### src/sv/sunvec_pkg.sv
package sunvec_pkg;

    localparam int FIELD_BITS        = 16;
    localparam int OUT_BITS          = 16;
    localparam int NUM_FACES         = 8;
    localparam int NUM_LANES         = 3;
    localparam int SAMPLE_BITS_DEF   = 16;
    localparam int FRACTION_BITS_DEF = 14;

    typedef struct packed {
        logic [FIELD_BITS-1:0] intensity_0;
        logic [FIELD_BITS-1:0] intensity_1;
        logic [FIELD_BITS-1:0] intensity_2;
        logic [FIELD_BITS-1:0] intensity_3;
        logic [FIELD_BITS-1:0] intensity_4;
        logic [FIELD_BITS-1:0] intensity_5;
        logic [FIELD_BITS-1:0] intensity_6;
        logic [FIELD_BITS-1:0] intensity_7;
    } t_sensor_in;

    typedef struct packed {
        logic signed [OUT_BITS-1:0] sun_x;
        logic signed [OUT_BITS-1:0] sun_y;
        logic signed [OUT_BITS-1:0] sun_z;
        logic                       dark;
    } t_sun_out;

endpackage

### src/sv/sun_vector_from_pyramid_sensors_unit.sv
// Throughput: one transaction per cycle in every pipeline stage while the result is not stalled.
// The divider lanes retire one quotient bit per stage, so FRACTION_BITS + 1 of the stages
// are divider stages; the rest form differences, sums, the maximum and the final sign.
// A stalled result freezes the whole pipeline and stalls the input in the same cycle.
// Reset clears every valid bit; data registers are not reset.
module sun_vector_from_pyramid_sensors_unit #(
    parameter int SAMPLE_BITS   = sunvec_pkg::SAMPLE_BITS_DEF,
    parameter int FRACTION_BITS = sunvec_pkg::FRACTION_BITS_DEF
) (
    input  logic                   i_clk,
    input  logic                   i_rst_n,
    input  logic                   i_in_valid,
    input  sunvec_pkg::t_sensor_in i_in_data,
    output logic                   o_in_stall,
    output logic                   o_out_valid,
    input  logic                   i_out_stall,
    output sunvec_pkg::t_sun_out   o_out_data
);

    localparam int FB   = sunvec_pkg::FIELD_BITS;
    localparam int OB   = sunvec_pkg::OUT_BITS;
    localparam int NL   = sunvec_pkg::NUM_LANES;
    localparam int NF   = sunvec_pkg::NUM_FACES;
    localparam int EW   = (SAMPLE_BITS < FB) ? SAMPLE_BITS : FB;
    localparam int DW   = EW + 2;
    localparam int QW   = FRACTION_BITS + 1;
    localparam int NDIV = QW;
    localparam int CW   = (QW > OB + 1) ? QW : OB + 1;

    localparam logic [CW-1:0] MAG_NEG = CW'(2 ** (OB - 1));
    localparam logic [CW-1:0] MAG_POS = MAG_NEG - CW'(1);

    function automatic logic [DW:0] div_step(input logic [DW:0] trial,
                                             input logic [DW-1:0] den);
        logic [DW:0] diff;
        diff = trial - {1'b0, den};
        if (trial >= {1'b0, den}) begin
            return {1'b1, diff[DW-1:0]};
        end
        return {1'b0, trial[DW-1:0]};
    endfunction

    logic w_adv;
    assign o_in_stall = o_out_valid & i_out_stall;
    assign w_adv      = ~o_in_stall;

    logic [EW-1:0] w_sample [NF];
    assign w_sample[0] = i_in_data.intensity_0[EW-1:0];
    assign w_sample[1] = i_in_data.intensity_1[EW-1:0];
    assign w_sample[2] = i_in_data.intensity_2[EW-1:0];
    assign w_sample[3] = i_in_data.intensity_3[EW-1:0];
    assign w_sample[4] = i_in_data.intensity_4[EW-1:0];
    assign w_sample[5] = i_in_data.intensity_5[EW-1:0];
    assign w_sample[6] = i_in_data.intensity_6[EW-1:0];
    assign w_sample[7] = i_in_data.intensity_7[EW-1:0];

    // Stage 1: opposing-pair differences and pairwise maxima.
    logic                r1_valid;
    logic signed [EW:0]  r1_diff [4];
    logic signed [EW:0]  n1_diff [4];
    logic [EW-1:0]       r1_pmax [4];
    logic [EW-1:0]       n1_pmax [4];

    always_comb begin
        n1_diff[0] = $signed({1'b0, w_sample[0]}) - $signed({1'b0, w_sample[6]});
        n1_diff[1] = $signed({1'b0, w_sample[1]}) - $signed({1'b0, w_sample[5]});
        n1_diff[2] = $signed({1'b0, w_sample[2]}) - $signed({1'b0, w_sample[4]});
        n1_diff[3] = $signed({1'b0, w_sample[3]}) - $signed({1'b0, w_sample[7]});
        for (int k = 0; k < 4; k++) begin
            n1_pmax[k] = (w_sample[2*k] > w_sample[2*k+1]) ? w_sample[2*k] : w_sample[2*k+1];
        end
    end

    // Stage 2: matrix sums and the overall maximum.
    logic                  r2_valid;
    logic signed [EW+2:0]  r2_sx;
    logic signed [EW+1:0]  r2_sy;
    logic signed [EW+1:0]  r2_sz;
    logic [EW-1:0]         r2_peak;
    logic signed [EW+2:0]  n2_sx;
    logic signed [EW+1:0]  n2_sy;
    logic signed [EW+1:0]  n2_sz;
    logic [EW-1:0]         n2_peak;
    logic [EW-1:0]         w_max_lo;
    logic [EW-1:0]         w_max_hi;

    always_comb begin
        n2_sx = (EW+3)'(r1_diff[0]) + (EW+3)'(r1_diff[1])
              + (EW+3)'(r1_diff[2]) + (EW+3)'(r1_diff[3]);
        n2_sy = (EW+2)'(r1_diff[3]) - (EW+2)'(r1_diff[1]);
        n2_sz = (EW+2)'(r1_diff[2]) - (EW+2)'(r1_diff[0]);
        w_max_lo = (r1_pmax[0] > r1_pmax[1]) ? r1_pmax[0] : r1_pmax[1];
        w_max_hi = (r1_pmax[2] > r1_pmax[3]) ? r1_pmax[2] : r1_pmax[3];
        n2_peak  = (w_max_lo > w_max_hi) ? w_max_lo : w_max_hi;
    end

    // Stage 3: magnitudes, signs and per-lane divisors.
    logic                  r3_valid;
    logic                  r3_dark;
    logic [DW-1:0]         r3_mag [NL];
    logic [DW-1:0]         r3_den [NL];
    logic [NL-1:0]         r3_neg;
    logic [DW-1:0]         n3_mag [NL];
    logic [DW-1:0]         n3_den [NL];
    logic [NL-1:0]         n3_neg;
    logic signed [EW+2:0]  w_neg_sx;
    logic signed [EW+1:0]  w_neg_sy;
    logic signed [EW+1:0]  w_neg_sz;

    always_comb begin
        w_neg_sx  = -r2_sx;
        w_neg_sy  = -r2_sy;
        w_neg_sz  = -r2_sz;
        n3_neg[0] = r2_sx[EW+2];
        n3_neg[1] = r2_sy[EW+1];
        n3_neg[2] = r2_sz[EW+1];
        n3_mag[0] = n3_neg[0] ? DW'(w_neg_sx) : DW'(r2_sx);
        n3_mag[1] = n3_neg[1] ? DW'(w_neg_sy) : DW'(r2_sy);
        n3_mag[2] = n3_neg[2] ? DW'(w_neg_sz) : DW'(r2_sz);
        n3_den[0] = {r2_peak, 2'b00};
        n3_den[1] = {1'b0, r2_peak, 1'b0};
        n3_den[2] = {1'b0, r2_peak, 1'b0};
    end

    // Divider stages: one restoring step per stage on each lane.
    logic [NDIV-1:0]  r_dv_valid;
    logic [NDIV-1:0]  r_dv_dark;
    logic [NL-1:0]    r_dv_neg [NDIV];
    logic [DW-1:0]    r_dv_den [NDIV][NL];
    logic [DW-1:0]    r_dv_rem [NDIV][NL];
    logic [QW-1:0]    r_dv_quo [NDIV][NL];
    logic [DW-1:0]    n_dv_rem [NDIV][NL];
    logic [QW-1:0]    n_dv_quo [NDIV][NL];

    always_comb begin
        logic [DW:0] step;
        for (int l = 0; l < NL; l++) begin
            step = div_step({1'b0, r3_mag[l]}, r3_den[l]);
            n_dv_rem[0][l] = step[DW-1:0];
            n_dv_quo[0][l] = QW'(step[DW]);
        end
        for (int d = 1; d < NDIV; d++) begin
            for (int l = 0; l < NL; l++) begin
                step = div_step({r_dv_rem[d-1][l], 1'b0}, r_dv_den[d-1][l]);
                n_dv_rem[d][l] = step[DW-1:0];
                n_dv_quo[d][l] = {r_dv_quo[d-1][l][QW-2:0], step[DW]};
            end
        end
    end

    // Output stage: sign, saturation and the all-dark case.
    logic [OB-1:0]         w_comp [NL];
    sunvec_pkg::t_sun_out  n_out;
    logic                  r_out_valid;
    sunvec_pkg::t_sun_out  r_out_data;

    always_comb begin
        logic [CW-1:0] qe;
        for (int l = 0; l < NL; l++) begin
            qe = CW'(r_dv_quo[NDIV-1][l]);
            if (r_dv_dark[NDIV-1]) begin
                w_comp[l] = '0;
            end else if (r_dv_neg[NDIV-1][l]) begin
                w_comp[l] = (qe > MAG_NEG) ? OB'(MAG_NEG) : OB'(-qe);
            end else begin
                w_comp[l] = (qe > MAG_POS) ? OB'(MAG_POS) : OB'(qe);
            end
        end
        n_out.sun_x = $signed(w_comp[0]);
        n_out.sun_y = $signed(w_comp[1]);
        n_out.sun_z = $signed(w_comp[2]);
        n_out.dark  = r_dv_dark[NDIV-1];
    end

    always_ff @(posedge i_clk) begin
        if (!i_rst_n) begin
            r1_valid    <= 1'b0;
            r2_valid    <= 1'b0;
            r3_valid    <= 1'b0;
            r_dv_valid  <= '0;
            r_out_valid <= 1'b0;
        end else if (w_adv) begin
            r1_valid    <= i_in_valid;
            r2_valid    <= r1_valid;
            r3_valid    <= r2_valid;
            r_dv_valid  <= {r_dv_valid[NDIV-2:0], r3_valid};
            r_out_valid <= r_dv_valid[NDIV-1];
        end
    end

    always_ff @(posedge i_clk) begin
        if (w_adv) begin
            r1_diff   <= n1_diff;
            r1_pmax   <= n1_pmax;
            r2_sx     <= n2_sx;
            r2_sy     <= n2_sy;
            r2_sz     <= n2_sz;
            r2_peak   <= n2_peak;
            r3_mag    <= n3_mag;
            r3_den    <= n3_den;
            r3_neg    <= n3_neg;
            r3_dark   <= (r2_peak == '0);
            r_dv_dark <= {r_dv_dark[NDIV-2:0], r3_dark};
            r_dv_neg[0] <= r3_neg;
            r_dv_den[0] <= r3_den;
            for (int d = 1; d < NDIV; d++) begin
                r_dv_neg[d] <= r_dv_neg[d-1];
                r_dv_den[d] <= r_dv_den[d-1];
            end
            r_dv_rem   <= n_dv_rem;
            r_dv_quo   <= n_dv_quo;
            r_out_data <= n_out;
        end
    end

    assign o_out_valid = r_out_valid;
    assign o_out_data  = r_out_data;

endmodule

### config.mk
export PLATFORM = sky130hd
export DESIGN_NAME = sun_vector_from_pyramid_sensors_unit
export DESIGN_NICKNAME = d
export VERILOG_FILES = /design/src/sv/sunvec_pkg.sv /design/src/sv/sun_vector_from_pyramid_sensors_unit.sv
export SDC_FILE = /design/constraint.sdc
export NUM_CORES = 2
export LEC_CHECK = 0
export ABC_CLOCK_PERIOD_IN_PS = 64099
export BUFFER_PORTS_ARGS = -buffer_cell sky130_fd_sc_hd__buf_2
export CAP_MARGIN = 10
export CORE_MARGIN = 3
export CORE_UTILIZATION = 38
export DETAILED_ROUTE_END_ITERATION = 8
export MAX_ROUTING_LAYER = met4
export PLACE_DENSITY = 0.64
export SLEW_MARGIN = 20
export SYNTH_ARGS = -nofsm -noshare
export SYNTH_HDL_FRONTEND = slang
export SYNTH_SLANG_ARGS = --single-unit
### constraint.sdc
create_clock -name i_clk -period 64.1 [get_ports i_clk]
set_input_delay 3.205 -clock i_clk [delete_from_list [all_inputs] [get_ports i_clk]]
set_output_delay 3.205 -clock i_clk [all_outputs]
set_load 0.05 [all_outputs]
==> results.md <==
* Number of synthesized register bits at 1694
* CTS Hold Bufs at 0
* GRT met1 Usage at 27.5%
* Vias in the first global route at 68400
* Post-synth EDFFs at 1675
* I/O pins at 183
* Initial DRC Count at 5835
* P&R area growth vs syn at 11.7%
* Placer Congestion at 0.959
* Hold path cells at 0
* Core area at 0.266 mm2
* Die W at 523 um
* Synthesized area per cell at 11.2 um2
* Vias per std cell at 5.40
* MaxCap Viol Count at 0
* Drt first pass iters at 9
* Final setup vio count at 0
* Largest net degree at the start of global routing at 87
* Clock Skews at 49.8 ps
* Gr busiest metal: met2
* Fin nets at 10500
* Clk slew on worst S/H paths at 60 ps
* Hold Path Class: flop to flop
* H-tree depth at 4
* Max_slew headroom at 24.5%
* Fillers at 24600
* Buffers from clock root to sink, at most at 3
* Final WL at 285000 um
* Async SR Flop Fraction at 0%
* GR Layer Usage met2 at 33.4%
* Post-Syn Instances at 9080
* # resized after CTS at 0
* CP Max Fanout at 70
* Fin crit share at 12.5%
* CP Data Arrival Time at 4800 ps
* GRT Overall Usage at 21.0%
* Cell Area, Synth at 0.102 mm2
* Aggregate global routing overflow at 0
* Setup TNS at 0 ps
* Reg-to-Reg Start: o_out_valid
* Status: finished with violations
* Die H at 523 um
* Slew of the pin with the lowest slew margin at 1120 ps
* Worst setup SP type: primary input
* Post-synth top flop: edfxtp_1
* # DRC at 6
* YS warnings at 0
* First-pass GRT wire length at 423000 um
* Crit path time final at 8010 ps
* CTS Buf Count at 188
* CP required at 60900 ps
* Full die area at 0.273 mm2
* Failing checks: DRC
* HP Start: r_dv_dark[13]
* HPWL after DPL at 228000 um
* Final Hold Vio Count at 0
* FP Rows at 189
* GR Util met3 at 2.91%
* Initial Util at 38.2%
* Clock latency on the worst-skew pair at 830 ps
* Antenna viol nets, final at 0
* Final core utilization at 42.7%
* Initial antenna violation count at 22
* Worst hold endpoint: r_dv_dark[14]
* Routed wire per std cell at 21.8 um
* Port bufs at 182
* Sequential fraction of the synthesis area at 49.9%
* CP Class: primary input to output pin
* Worst R2R Setup Slack at 58950 ps
* Share of layout cells above drive strength 1 at 8.96%
* Sinks on Clock Net at 1694
* Distinct cells, synth at 90
* Slew Viols, Final at 0
* # Post-CTS Setup Buffers at 0
* Synthesized net count at 10200
* Setup crit end kind: output pin
* Fmax at 0.125 GHz
* R2r endpoint: r_dv_rem[489]
* R2R depth at 6
* Clk root buf: clkbuf_16
* Via count at 70600
* CTS tree: done
* RSZ-0062 raised after global routing: false
## cell usage after synthesis (114+ instances only)
| master | number | area, um2 |
|---|---|---|
| clkbuf_1 | 131 | 492 |
| nand2_1 | 638 | 2390 |
| nor2_1 | 636 | 2390 |
| nor3_1 | 153 | 766 |
| xor2_1 | 311 | 2720 |
| o21a_1 | 122 | 916 |
| nand2b_1 | 114 | 713 |
| ha_1 | 951 | 11900 |
| o21ai_0 | 630 | 3150 |
| inv_1 | 690 | 2590 |
| xnor2_1 | 383 | 3350 |
| edfxtp_1 | 1675 | 50300 |
| nor2b_1 | 149 | 932 |
| mux2_2 | 187 | 2110 |
| a21o_1 | 246 | 1850 |
| a21oi_1 | 676 | 3380 |
## layout by cell type (no fill, tap or decap), types with 46 or more instances in the layout
cell and n:
nand2b_1 114, xor2_1 311, o21a_1 121, nor3_1 153
edfxtp_1 1675, nor2_1 634, o31ai_1 92, inv_1 690
o21ai_0 628, a21o_1 246, fa_1 83, nand3_1 111
nand4_1 109, a21oi_1 673, a21boi_0 83, or3_1 81
a31oi_1 58, mux2i_1 81, clkbuf_16 191, ha_1 951
mux2_2 187, xnor2_1 383, o21bai_1 46, nand2_1 637
nor2b_1 149, buf_2 182, buf_4 61, or2_2 48
## worst max path at each step
| stage | slack (ps) | cells past startpoint | from | endpoint |
|---|---|---|---|---|
| floorplan | 12730 | 3 | i_out_stall | n_dv_quo[100] |
| global placement | 56050 | 4 | i_out_stall | o_in_stall |
| detailed placement | 55910 | 7 | i_out_stall | r_dv_den[0][313] |
| CTS | 56020 | 4 | i_out_stall | o_in_stall |
| global route | 55880 | 4 | i_out_stall | o_in_stall |
| finish | 56090 | 4 | i_out_stall | o_in_stall |
## layout make-up
type	instances	area, um2	area share (%)
flip-flops and latches	1694	50700	44.7
well taps	3533	4420	3.90
multi-input cells	6533	47800	42.1
repair buffers	243	1370	1.21
clock buffers	211	4850	4.28
diodes	16	40.0	0.0353
clock inverters	142	1690	1.49
inverters	690	2590	2.28
## logic make-up after synthesis
| group | count (synthesis) | share of synthesized area, % |
|---|---|---|
| AOI/OAI and AO/OA | 2300 | 14.2 |
| and+or+nand+nor | 2232 | 10.4 |
| DFF | 1694 | 49.9 |
| adders and majority gates | 1034 | 13.4 |
| buffers and inverters | 853 | 3.21 |
| xor gates and xnor gates | 694 | 5.99 |
| muxes | 273 | 2.94 |
## per-stage QoR
step | cell area [um2] | setup slack (ps) | hold slack (ps) | cells
floorplan | 102000 | 12730 | 400 | 9080
global placement | 107000 | 56050 | 401 | 12700
detailed placement | 107000 | 55910 | 405 | 12700
CTS | 113000 | 56020 | 384 | 13000
global route | 113000 | 55880 | 390 | 13100
finish | 113000 | 56090 | 389 | 13100
## metal layers
| layer | share of wire [%] | vias to the layer above |
|---|---|---|
| met4 | 3.7 | 0 |
| li1 | - | 34000 |
| met3 | 5.3 | 456 |
| met1 | 45 | 34100 |
| met2 | 46 | 1968 |
| met5 | 0 | - |
## critical path, cell delays in order
cell and delay, ps:
buf_2 110, nand2_4 600, inv_1 510, buf_2 360
## state kept, by name, indices dropped and copies added (netlist names)
register     cells
r3_neg           3
r3_den          16
o_out_valid      1
r_dv_den       224
o_out_data      49
r1_valid         1
r2_valid         1
r2_sx           19
r3_valid         1
r1_diff         68
r2_sz           18
r_dv_quo        45
r1_pmax         64
r2_peak         16
r3_mag          54
r_dv_neg        45
r_dv_rem       705
r_dv_valid      15
r3_dark          1
r_dv_dark       15
n_dv_quo       315
r2_sy           18
Power is left out: the tool's default activity adds up to more than one toggle a clock period on the data nets, which glitch-free logic cannot reach.
